**config.mk**
```make
export PLATFORM = sky130hd
export DESIGN_NAME = ssbt_ctrl
export DESIGN_NICKNAME = d
export VERILOG_FILES = /design/src/rtl/ssbt_pkg.sv /design/src/rtl/ssbt_ctrl.sv
export SDC_FILE = /design/constraint.sdc
export NUM_CORES = 1
export LEC_CHECK = 0
export ABC_AREA = 0
export BUFFER_PORTS_ARGS = -buffer_cell sky130_fd_sc_hd__buf_4
export CORE_AREA = 2 2 39 41
export DETAILED_ROUTE_END_ITERATION = 7
export DIE_AREA = 0 0 41 43
export PLACE_DENSITY = 0.57
export SLEW_MARGIN = 20
export SYNTH_ARGS = -nofsm -noshare
export SYNTH_HDL_FRONTEND = slang
export SYNTH_SLANG_ARGS = --single-unit
```
**constraint.sdc**
```tcl
create_clock -name i_clk -period 2.3 [get_ports i_clk]
set_input_delay 0.23 -clock i_clk [delete_from_list [all_inputs] [get_ports i_clk]]
set_output_delay 0.23 -clock i_clk [all_outputs]
set_load 0.02 [all_outputs]
```
**src/rtl/ssbt_pkg.sv**
```systemverilog
// package: field widths and controller/datapath interface types
`timescale 1ns / 1ps

package ssbt_pkg;

    localparam int VALUE_W = 8;
    localparam int INDEX_W = 7;
    localparam int BEST_W  = 8;
    localparam int TOTAL_W = 14;

    typedef struct packed {
        logic load;
        logic init;
        logic search_dec;
        logic trace_start;
        logic rd;
        logic step_skip;
        logic emit_take;
        logic emit_empty;
        logic clear;
    } t_dp_cmd;

    typedef struct packed {
        logic best_zero;
        logic best_hit;
        logic row_bit;
        logic take_final;
        logic out_free;
    } t_dp_sts;

endpackage

```
**src/rtl/ssbt_ctrl.sv**
```systemverilog
// controller state machine: load, best-sum search and traceback sequencing
`timescale 1ns / 1ps

module ssbt_ctrl import ssbt_pkg::*; (
    input  logic    i_clk,
    input  logic    i_rst_n,
    input  logic    i_valid,
    input  logic    i_last,
    output logic    o_stall,
    input  t_dp_sts i_sts,
    output t_dp_cmd o_cmd
);

    typedef enum logic [2:0] {
        S_IDLE,
        S_INIT,
        S_SEARCH,
        S_READ,
        S_EVAL,
        S_EMPTY
    } t_state;

    t_state  r_state;
    t_state  n_state;
    t_dp_cmd w_cmd;
    logic    w_accept;

    assign o_stall  = (r_state != S_IDLE) || !i_rst_n;
    assign w_accept = i_valid && !o_stall;
    assign o_cmd    = w_cmd;

    always_comb begin
        w_cmd   = '0;
        n_state = r_state;
        unique case (r_state)
            S_IDLE: begin
                if (w_accept) begin
                    w_cmd.load = 1'b1;
                    if (i_last) begin
                        n_state = S_INIT;
                    end
                end
            end
            S_INIT: begin
                w_cmd.init = 1'b1;
                n_state    = S_SEARCH;
            end
            S_SEARCH: begin
                priority if (i_sts.best_zero) begin
                    w_cmd.trace_start = 1'b1;
                    n_state           = S_EMPTY;
                end else if (i_sts.best_hit) begin
                    w_cmd.trace_start = 1'b1;
                    n_state           = S_READ;
                end else begin
                    w_cmd.search_dec = 1'b1;
                end
            end
            S_READ: begin
                w_cmd.rd = 1'b1;
                n_state  = S_EVAL;
            end
            S_EVAL: begin
                priority if (i_sts.row_bit) begin
                    // sum still reachable without this item: leave it out
                    w_cmd.step_skip = 1'b1;
                    n_state         = S_READ;
                end else if (i_sts.out_free) begin
                    w_cmd.emit_take = 1'b1;
                    if (i_sts.take_final) begin
                        w_cmd.clear = 1'b1;
                        n_state     = S_IDLE;
                    end else begin
                        n_state = S_READ;
                    end
                end else begin
                    // output register still held: wait
                    n_state = S_EVAL;
                end
            end
            S_EMPTY: begin
                if (i_sts.out_free) begin
                    w_cmd.emit_empty = 1'b1;
                    w_cmd.clear      = 1'b1;
                    n_state          = S_IDLE;
                end
            end
        endcase
    end

    always_ff @(posedge i_clk) begin
        if (!i_rst_n) begin
            r_state <= S_IDLE;
        end else begin
            r_state <= n_state;
        end
    end

endmodule

```
; After elaboration in Yosys (flattened, before gate mapping)
; Cells that the tools add are included.
[word_totals]
out_inout_bits = 10
input_bits = 9
regBits = 3
wordCells = 45
[classes]
eq_ne = 9
muxes = 28
n_reduce_logical = 7
[op_table]
columns = operator, count
row1 = two-way mux 3 bit, 7
row2 = one-hot mux 3 bit (6 select lines), 1
row3 = two-way mux 1 bit, 15
row4 = two-way mux 2 bit, 4
row5 = "== test 3 x 2 -> 1 bit, second input constant", 2
row6 = "== test 3 bit, second input constant", 2
row7 = "inequality test 2 bit, second input constant", 3
row8 = AND reduction 4 bit, 1
row9 = "== test 3 x 1 -> 1 bit, second input constant", 1
row10 = zero test 3 bit, 1
row11 = "inequality test 3 bit, second input constant", 1
row12 = nonzero test 3 bit, 1
row13 = zero test 1 bit, 2
row14 = one-hot mux 1 bit (2 select lines), 1
row15 = logical AND 1 bit, 1
row16 = logical OR 1 bit, 1

; Depth between registers and ports, before layout
; Gate-level depths: netlist of run 1.
[logic_depth]
depth_word = 6
ltp_mapped = 5
ltp_nobuf = 5

; Worst setup path after synthesis of run 1
; Ideal clock, no wire load.
[synth_path]
path_type = register -> register
from = register r_state[2]
to = register r_state[0]
setup_ns = 0.174
t_required_ns = 2.126
path_stages_with_launch = 5
synth_period_minus_slack_ns = 1.689
t_arrival_ns = 1.515
setup_slack_ns = 0.611
path_buffers = 1
cell_sequence = dfxtp_1 -> buf_2 -> or2b_1 -> nor4_1 -> a2111oi_0
[synth_via]
elab_chain_cells = 6
word_cells_on_any_way = 16
cone_classes = 9 x eq/ne / 1 x mux / 6 x reduce/logical
[synth_lines]
columns = item, line_no
row1 = from (decl), ssbt_ctrl.sv:23  ; t_state r_state;
row2 = from (signal assigned), ssbt_ctrl.sv:95  ; r_state <= n_state;
row3 = nonzero test 3 bit, ssbt_ctrl.sv:28  ; assign o_stall = (r_state != S_IDLE) || !i_rst_n;
row4 = logical OR 1 bit, ssbt_ctrl.sv:28
row5 = zero test 1 bit, ssbt_ctrl.sv:29  ; assign w_accept = i_valid && !o_stall;
row6 = logical AND 1 bit, ssbt_ctrl.sv:29
row7 = inequality test 2 bit (no source line), n/a
row8 = AND reduction 4 bit (no source line), n/a
; Several ways; a longest one is shown, not always the timed one.
; A chain may end at the register's enable or synchronous reset.

; Worst setup path in the final report of run 1
[layout_path]
from = register r_state[1]
to = register r_state[2]
; Same word-level chain as after synthesis.

==> summary by stage, run 1 <==
Synthesis
The area share of the leading cell type in the synthesized netlist is 0.187. The Yosys step of the flow raised 0 warnings. sky130_fd_sc_hd__dfxtp_1 takes more of the synthesized area than any other cell.

The cell area that synthesis handed to floorplanning was around 320 um^2. Yosys attributes the largest share of cell area to sky130_fd_sc_hd__dfxtp_1 19%, sky130_fd_sc_hd__nor2_1 8.2%, sky130_fd_sc_hd__nor3_1 4.7%. For this run, asynchronously set or reset flops after synthesis account for 0.

The synthesized netlist cell count is between 40 and 50. By count the netlist is led by 7 x sky130_fd_sc_hd__nor2_1, 4 x sky130_fd_sc_hd__inv_1, 3 x sky130_fd_sc_hd__dfxtp_1, 3 x sky130_fd_sc_hd__nand2_1, 3 x sky130_fd_sc_hd__nor3_1. Dividing the synthesized area by the synthesized cell count gives ~6.8 um^2. The number of synthesized flops with an enable pin is 0. The most common cell in the netlist is sky130_fd_sc_hd__nor2_1. The number of library cell types mapped by synthesis is 26.

The register bit count reported by yosys is 3. The dominant synthesized flop cell is sky130_fd_sc_hd__dfxtp_1. The register area share after synthesis is 0.187.

The post-synthesis net count is 57.

Clock network
The number of setup buffers added after CTS is 0. For this design, the CTS-stage hold fixing added 0 buffers. TritonCTS built the clock tree. The count of instances resized after the clock tree is built is 0. For the worst-skew pair, the clock arrives at the later sink with an insertion delay of 230 ps. The clock passes through at most 2 buffers.

The number of CTS-inserted buffers is 3. Clock tree synthesis selected as its root buffer the cell sky130_fd_sc_hd__clkbuf_4. The number of clock sinks is 3. After clock tree synthesis, the clock-pin slew on the worst setup and hold paths is around 40 ps. CTS built an H-tree with a depth of 1.

STA
The final worst clock skew is a little over 3 ps. The number of hold violations in the final report is 0. The routed design could run at a clock period as short as 1770 ps. The final cycle utilization of the critical path is 0.769. The total negative slack is 0 ps.

Setup violations remaining at the end of the flow were counted as 0. The tightest hold margin is roughly 290 ps. The number of pins exceeding their max-slew limit in the final report was 0. Setup repair after global routing left no endpoint under its margin.

The relative slew slack is 0.693. For the pin with the worst max-slew slack, the measured transition is 460 ps. Derived from the worst setup path, the maximum achievable clock frequency is approximately 0.57 GHz.

Finish
The antenna diode count is 0. Of the cells placed in the final design, the portion with a size suffix greater than 1 is 0.328. The net total in the final layout is ~80. Counting flops per register, the top entry is r_state.

Once layout is done, the placed cells without fillers occupy just under 500 um^2. The register with the most flip-flops in the layout has 3 of them. The final-layout fill cell count is between 150 and 200. In the final layout, the registers with the most flip-flops are r_state x3. The relative area change from synthesis to final layout is 53.3%.

At the end of the flow the core is filled with cells to 0.356.

Detailed routing
The detailed-route DRC error count is 0. Using the TritonRoute via totals, the vias-per-cell ratio works out to 4.78. In this run the remaining antenna-violating nets after routing total 0. The final routed wirelength across all metal layers is 885 um. After detailed routing, the average wire length per cell comes to 10.7 um. For this block, the via count after detailed routing is 397. The first TritonRoute pass finished after 3 iterations. The violation count after the first detailed-routing iteration is 1.

GRT
The number of antenna violations at the first check in global routing was 0. The residual overflow from global routing is 0. The number of global-route vias before repair is about 330. For this run, the total global-route usage over all layers was measured as 0.112.

The first global-routing pass estimated ~1.3 mm of wire. Entering global routing, the biggest net connects 16 pins.

Outcome
The flow ran to the end, and the final reports show no timing, DRC or antenna violations.

Worst setup path
The maximum fanout encountered on the critical timing path is 9. The number of cells traversed by the worst register-to-register path is 5. The setup path with the least slack is of type reg2reg. The internal reg-to-reg setup slack is 530 ps. Traced cell by cell, the critical path runs through inv_1, ha_1, or4_1, a211o_1, a21oi_2. The kind of start point of the critical path is a flip-flop. The slowest stage of the critical path is the sky130_fd_sc_hd__dfxtp_1 cell. The source of the worst register-to-register timing path is r_state[1]. The data arrival time of the critical path is between 1500 and 2000 ps. The worst setup path is captured at a flip-flop. The required time at the worst-slack endpoint is 2470 ps. The worst register-to-register path ends at r_state[2].

The biggest cell delay along the critical path is around 440 ps.

Pwr
The total power draw is roughly 0.24 mW. The power density relative to cell area is slightly below 500 nW/um^2. Summed over all cells, the static leakage comes to approximately 0.22 nW. VDD sags by at most ~0.00027 V.

Worst hold path
The worst hold path terminates at r_state[2]. The min-delay analysis places its worst path in the category in2reg. The number of cells traversed by the worst hold path is 3.

The startpoint of the most critical hold path is i_rst_n.

Floorplanning
The floorplan step set the die width to slightly above 40 um. For this configuration, the core starts out at a cell density of 0.232. From bottom edge to top edge, the die measures 43 um. The floorplan step defined a core boundary enclosing around 1400 um^2.

The total I/O pin count is 19. The die covers 1760 um^2. The floorplan row count is 14.

Placement
After detailed placement, the total cell area comes to around 470 um^2. The count of buffers inserted at the top-level ports is 18. The routability-driven placement congestion ratio is ~0.77. Detailed placement ended at an HPWL of around 650 um.

Run
The tool flagged a number of max-cap violations equal to 0.
## layout by cell type (no fill, tap or decap), drive strengths merged
master and instances:
o21bai 1, o21ai 2, buf 18, or2b 1, or3 1, nor2b 2, a2111oi 1, nor3 3
dfxtp 3, nor2 7, a211oi 1, nor4 1, inv 4, or4 1, clkbuf 4, and2b 1
a21boi 2, a21oi 1, o32ai 1, nand3b 1, nand2 3, and3 2, a22oi 1, ha 1
o311ai 1, a211o 1, nand2b 2
## layout make-up
class / instances / area (um^2) / area share
clock buffers: 4 / 26.3 / 0.0533
inverters: 4 / 15.0 / 0.0305
well taps: 16 / 20.0 / 0.0406
repair buffers: 18 / 135 / 0.274
multi-input cells: 38 / 236 / 0.480
flip-flops and latches: 3 / 60.1 / 0.122
## report_power, final
part,switching (mW),total (mW),internal [mW]
clock network,0.0282,0.0932,0.0651
registers,0.0130,0.0697,0.0568
logic,0.0418,0.0808,0.0390
total,0.0829,0.244,0.161
## stage by stage
step	instances	setup slack, ps
floorplan	47	611
global placement	79	559
detailed placement	79	523
CTS	83	532
global route	83	431
finish	83	530
## how the worst max path moves through the flow
stage | depth (start not counted) | endpoint | startpoint | slack (ps)
floorplan | 4 | r_state[0] | r_state[2] | 610
global route | 5 | r_state[2] | r_state[1] | 430
global placement | 5 | r_state[2] | r_state[1] | 560
CTS | 5 | r_state[2] | r_state[1] | 530
detailed placement | 5 | r_state[2] | r_state[1] | 520
finish | 5 | r_state[2] | r_state[1] | 530
## critical path: cells and delay by family (launching register included)
| family | cells | cell delay [ps] |
|---|---|---|
| flip-flops | 1 | 440 |
| AO/OA/AOI/OAI | 2 | 430 |
| AND/OR/NAND/NOR | 1 | 410 |
| adder cells (fa/ha/maj) | 1 | 350 |
| buffers and inverters | 1 | 80 |
## layer usage
layer	up-vias	GRT usage	wire length (um)
met4	0	0.0200	0
met5	-	0	0
li1	214	-	-
met2	16	0.144	355
met3	0	0.0785	95
met1	167	0.153	434
## logic make-up after synthesis
| family | after synthesis | synth area share |
|---|---|---|
| DFF | 3 | 0.187 |
| adders and majority gates | 1 | 0.0389 |
| and+or+nand+nor | 25 | 0.412 |
| buffers and inverters | 6 | 0.0778 |
| AOI/OAI and AO/OA | 12 | 0.284 |
Note: power is estimated with default switching activity, not from simulation.
==> run 2: changes to the inputs <==
--- a/config.mk
+++ b/config.mk
@@ -10,7 +10,7 @@
 export CORE_AREA = 2 2 39 41
 export DETAILED_ROUTE_END_ITERATION = 7
 export DIE_AREA = 0 0 41 43
-export PLACE_DENSITY = 0.57
+export PLACE_DENSITY = 0.58
 export SLEW_MARGIN = 20
 export SYNTH_ARGS = -nofsm -noshare
 export SYNTH_HDL_FRONTEND = slang
==> constraint.sdc (replaced) <==
create_clock -name i_clk -period 1.6 [get_ports i_clk]
set_input_delay 0.16 -clock i_clk [delete_from_list [all_inputs] [get_ports i_clk]]
set_output_delay 0.16 -clock i_clk [all_outputs]
set_load 0.02 [all_outputs]
==> run 2 against run 1 <==
Net effect: first-iteration DRC count rose to 6.0 times the previous value; combinational power rose by 120%; cell count rose by 9.6%; setup slack got worse by 500 ps; non-clock buffer count rose by 8; fmax rose by 13%; sequential cell count did not move; largest power group is now combinational cells.
==> summary by stage, run 2 (synthesized netlist as in run 1, its figures left out) <==
Outcome
The flow ran to the end, and the final reports show no timing, DRC or antenna violations.

Pwr
The share of total power dissipated in sequential elements is 0.219. The total leakage power is 0.275 nW. Total power for the finished layout comes to ~0.39 mW.

Summed over all nets, the switching power comes to around 0.13 mW. Of the total power, the clock network draws 0.337. The internal cell power is roughly 0.26 mW. In this run the power density over the cells is between 600 and 700 nW/um^2. The switching share of power is 0.339. The peak supply drop is between 0.0004 and 0.0005 V. The combinational fraction of design power is 0.444.

Detailed routing
For this block, the routed nets add up to between 1 and 1.5 mm of wire. The detailed-route DRC error count is 0. The per-cell via count in the routed design is about 5.

The remaining antenna violation count is 0. The first-pass detailed-route iteration total is 3. The violation count after the first detailed-routing iteration is 6. The total number of vias is between 400 and 500. In the final routed layout, each cell accounts on average for approximately 12 um.

STA
Headroom to the max-slew limit came out at 0.750. The slew at the pin closest to its max-slew limit is between 300 and 400 ps. The number of hold violations in the final report is 0. The tightest hold margin is about 220 ps. The setup-violating endpoint count in the final report is 0. The final period demand of the worst path is roughly 1600 ps. After routing, the total negative slack on setup checks comes to 0 ps. The number of pins exceeding their max-slew limit in the final report came to 0. The final worst clock skew is 0.452 ps. In the finished design, the share of the clock period the worst path needs comes to 0.981. The achievable clock frequency is ~0.64 GHz.

Finish
The finished cells cover ~610 um^2. The net total in the final layout is 86. Summing all flip-flop and latch instances after layout gives 62.6 um^2. The final core utilization is 0.442.

The register with the most flip-flops in the layout has 3 of them. The multi-input combinational cells in the finished layout cover a total of approximately 290 um^2. Counting the fill cells in the layout gives ~150. From synthesis to final layout, the design area changed by 90.3%. Leaving out fill and tap cells, the most frequent cell in the layout is sky130_fd_sc_hd__buf_4.

In the layout the commonest cells are 24 x sky130_fd_sc_hd__buf_4, 7 x sky130_fd_sc_hd__nor2_1, 4 x sky130_fd_sc_hd__inv_1. The register with the most flip-flops in the final layout is r_state. The largest registers in the layout are r_state x3.

The antenna diode count is 0. The share of post-route cells with drive strength above 1 is 0.493.

Floorplanning
In this run the core area contains 14 standard-cell rows. The effective utilization at floorplan is 0.232. The floorplan step defined a die boundary enclosing about 1800 um^2. The die is 43 um tall. The total area inside the core boundary comes to 1380 um^2. Pin placement for this block handled 19 I/O pins.

The die is between 40 and 50 um wide.

GRT
The number of global-route vias before repair came to roughly 430. For met2 alone, demand over resource in global routing was 0.222. For met1 alone, demand over resource in global routing was 0.182. The met3 track demand over resource is 0.0471. Entering global routing, the biggest net connects 15 pins. The all-layer global routing usage is 0.143. The first global-routing pass estimated roughly 1.7 mm of wire. The number of antenna violations at the first check in global routing is 0. After global routing, the most crowded layer is met2.

Global routing finished with a remaining overflow of 0.

Clock network
The number of clock sinks is 3. The longest clock path from root to sink contains 2 buffers. The level count of the clock H-tree is 1. The clock tree from TritonCTS is done. The buffer cell driving the clock tree root is sky130_fd_sc_hd__clkbuf_4. After clock tree synthesis, the clock-pin slew on the worst setup and hold paths is around 40 ps. The number of CTS-inserted buffers is 3. The latest clock arrival within the worst-skew pair is around 230 ps.

Worst setup path
STA classifies the critical path endpoint as a flip-flop. The kind of start point of the critical path is a flip-flop. The maximum fanout encountered on the critical timing path is 3. The required time at the worst-slack endpoint is around 1800 ps. Data on the critical path arrives at its endpoint at 1730 ps. The critical path class is reg2reg.

Across all register-to-register paths, the minimum setup slack is about 31 ps.

Placement
The count of buffers inserted at the top-level ports is 18. In this run the cell area measured after placement is just over 500 um^2. Routability-driven placement finished with a final weighted congestion of 0.786. Summed over all nets, the half-perimeter wirelength after detailed placement is ~710 um.

Run
The max-cap violation count is 0.

Worst hold path
The min-delay analysis places its worst path in the category in2reg.
## run 2: cell types whose count changed in the layout (fill, tap and decap cells not counted), sizes merged
cell and delta:
buf +8
## run 2: worst paths after layout
| check | startpoint | endpoint | depth (start not counted) |
|---|---|---|---|
| max reg2reg | r_state[1] | r_state[2] | 5 |
| min reg2reg | r_state[0] | r_state[2] | 3 |
| min | i_rst_n | r_state[2] | 3 |
| max | r_state[1] | r_state[2] | 5 |
## run 2: routing by layer
metal  wire length [um]  vias up
met1                459      207
met5                  0        -
met2                549       15
met4                  0        0
met3                 59        0
li1                   -      227
## run 2: power groups by stage
stage	logic [mW]	clock network, mW	registers [mW]
after floorplan	0.0811	0	0.0902
after detailed placement	0.147	0	0.0858
after global placement	0.146	0	0.0858
final	0.174	0.132	0.0854
after CTS	0.160	0.139	0.0850
after global routing	0.192	0.152	0.0864
## run 2: stage by stage
step / std cells / setup slack, ps
floorplan: 47 / 57.7
global placement: 82 / 110
detailed placement: 82 / 70.5
CTS: 91 / -3.07
global route: 91 / -24.1
finish: 91 / 30.9
## run 2: cell type report
type                    instances  area share
well taps                      16      0.0327
flip-flops and latches          3       0.102
inverters                       4      0.0245
multi-input cells              38       0.466
clock buffers                   4      0.0429
repair buffers                 26       0.331
## run 2: critical path: stages, from the launching register on
cell                      delay, ps
sky130_fd_sc_hd__dfxtp_2        310
sky130_fd_sc_hd__buf_6          110
sky130_fd_sc_hd__buf_4          140
sky130_fd_sc_hd__or4_1          520
sky130_fd_sc_hd__a211o_1        290
sky130_fd_sc_hd__a21oi_2        130
## run 2: timing repair
action                                  in CTS  in global routing
pin swaps                                    1                  2
hold buffers                                 0                  0
endpoints found under the setup margin       1                  6
setup buffers                                5                  0
resized for setup                            3                  5
==> run 3: changes to the inputs <==
--- a/config.mk
+++ b/config.mk
@@ -10,7 +10,7 @@
 export CORE_AREA = 2 2 39 41
 export DETAILED_ROUTE_END_ITERATION = 7
 export DIE_AREA = 0 0 41 43
-export PLACE_DENSITY = 0.58
+export PLACE_DENSITY = 0.56
 export SLEW_MARGIN = 20
 export SYNTH_ARGS = -nofsm -noshare
 export SYNTH_HDL_FRONTEND = slang
==> run 3 against run 2 <==
Net effect: fmax fell by 1.6%; critical path depth fell by 1; routed wire length fell by 6.9%; combinational power fell by 7%; core utilization fell by 1.3 points; first-iteration DRC count rose by 67%; global-route usage fell by 2.3 points; largest cell class unchanged.
==> summary by stage, run 3 (synthesized netlist as in run 1, its figures left out) <==
Outcome
The run finished with clean final reports.

Clock network
The clock net in this run drives a total of 3 sinks. The level count of the clock H-tree is 1. The later pin in the worst-skew pair is clocked with a latency of 240 ps. The clock tree buffer depth is 2. The buffer cell driving the clock tree root is sky130_fd_sc_hd__clkbuf_4. The post-CTS clock slew at the launch and capture registers of the worst setup and hold paths is about 40 ps.

TritonCTS built the clock tree. The number of CTS-inserted buffers is 3.

Floorplanning
The floorplan row count is 14. The floorplan step set the die height to ~43 um. The core region is between 1000 and 1500 um^2. The die is between 40 and 50 um wide. 19 I/O pins were placed. The effective utilization at floorplan is 0.232. The floorplan step defined a die boundary enclosing 1760 um^2.

GRT
The number of global-route vias before repair came to roughly 330. The largest net degree at the start of global routing is 15. The all-layer global routing usage is 0.120.

The wire length of the first global-routing pass is approximately 1.4 mm. The residual overflow from global routing is 0. The number of antenna violations at the first check in global routing came to 0.

STA
The final period demand of the worst path is between 1500 and 2000 ps. The tightest hold margin is ~210 ps. In this run the tightest slew margin relative to its limit is 0.728. The number of pins exceeding their max-slew limit in the final report is 0. The total negative slack is 0 ps. The achievable clock frequency is between 0.6 and 0.7 GHz. Setup violations remaining at the end of the flow were counted as 0. Setup repair after global routing could not meet its margin everywhere. Across the routed clock network, the largest skew measured is 2.69 ps. Dividing the final minimum period by the clock period gives 0.997. The number of hold violations in the final report is 0.

At the pin with the least slew margin, the transition time is ~400 ps.

Finish
The largest registers in the layout are r_state x3. The antenna diode count is 0. The flip-flop count of the largest register after layout is 3.

Once layout is complete, the utilization of the core stands at 0.429. The net total in the final layout is 86. More flip-flops sit in one register than any other, and that register is r_state. The finished layout cell area is approximately 590 um^2.

The most common library cell in the layout ignoring fill and taps is sky130_fd_sc_hd__buf_4. The area growth from synthesis to layout is 84.8%. The share of post-route cells with drive strength above 1 is 0.467. In the layout the commonest cells are 24 x sky130_fd_sc_hd__buf_4, 7 x sky130_fd_sc_hd__nor2_1, 4 x sky130_fd_sc_hd__inv_1.

Detailed routing
In this run, the number of DRC markers left after iteration 0 of detailed routing was 10. The detailed router placed between 400 and 500 vias in this run. After detailed routing, the average wire length per cell comes to around 11 um. The detailed-route DRC error count is 0.

The pre-antenna-repair detailed-routing pass consisted of 4 iterations. In this run the remaining antenna-violating nets after routing total 0. The routed design has 993 um of wire. In the routed layout, each cell is associated on average with a via count of just under 5.

Worst setup path
The kind of start point of the critical path is a flip-flop. Along the worst path, the maximum fanout reaches 6. For the worst setup path, the data arrival time is approximately 1400 ps. The required time at the worst-slack endpoint is between 1000 and 1500 ps. The critical path endpoint category is a primary output.

The critical path class is reg2out.

Pwr
The total power draw is just under 0.4 mW. Summed over all cells, the static leakage comes to 0.270 nW. The power density relative to cell area is about 650 nW/um^2. The peak supply drop is around 0.00028 V.

Placement
The area of placed instances is between 500 and 600 um^2. At the end of routability-driven placement, the weighted congestion stood at between 0.7 and 0.8. The count of buffers inserted at the top-level ports is 18. The final HPWL from detailed placement is 688 um.

Run
Across the run, the number of max-cap violations was 0.

Worst hold path
In this run the worst hold path is classified as in2reg.
==> run 3: cell types whose count changed in the layout (fill, tap and decap cells not counted) <==
cell | before | now
sky130_fd_sc_hd__or2b_4 | 0 | 1
sky130_fd_sc_hd__nor3_4 | 1 | 0
sky130_fd_sc_hd__nor3_2 | 2 | 0
sky130_fd_sc_hd__or2b_1 | 1 | 0
sky130_fd_sc_hd__nor3_1 | 0 | 3
==> run 3: what timing repair did <==
action,4_1_cts,5_1_grt
hold buffers,0,0
endpoints found under the setup margin,0,1
buffers inserted,0,5
gates resized for setup,0,5
==> run 3: metal layers <==
layer,wire length [um],share of wire,up-vias,GRT usage
met2,452,0.46,23,0.159
met5,0,0,-,0
met4,23,0.023,0,0.0800
met3,92,0.093,3,0.0157
met1,424,0.43,186,0.173
li1,-,-,226,-
==> run 3: worst max-delay path, stage by stage (launching register included) <==
cell	delay [ps]
sky130_fd_sc_hd__dfxtp_2	330
sky130_fd_sc_hd__buf_6	120
sky130_fd_sc_hd__or2b_4	270
sky130_fd_sc_hd__nor4_4	280
sky130_fd_sc_hd__buf_4	190
==> run 3: metrics by stage <==
stage                     std cells  setup slack [ps]
final                            91              5.19
after global routing             91             -60.6
after CTS                        86              16.3
after detailed placement         82              86.8
after global placement           82               108
after floorplan                  47              57.7
==> run 3: cell type report <==
| type | count | area (um^2) |
|---|---|---|
| Timing Repair Buffer | 26 | 203 |
| Clock buffer | 4 | 26.3 |
| Fill cell | 154 | 790 |
| Sequential cell | 3 | 62.6 |
| Multi-Input combinational cell | 38 | 268 |
| Inverter | 4 | 15.0 |
| Tap cell | 16 | 20.0 |
==> run 3: final timing paths <==
kind,startpoint,to,slack [ps],cells past startpoint
max,r_state[2],o_cmd[6],5,4
min,i_sts[0],r_state[2],210,3
max reg2reg,r_state[1],r_state[2],60,5
min reg2reg,r_state[0],r_state[2],650,3
==> run 3: report_power, final <==
| part | total (mW) | internal (mW) | switching (mW) |
|---|---|---|---|
| clock | 0.143 | 0.0941 | 0.0486 |
| combinational | 0.161 | 0.0773 | 0.0835 |
| sequential | 0.0852 | 0.0820 | 0.00327 |
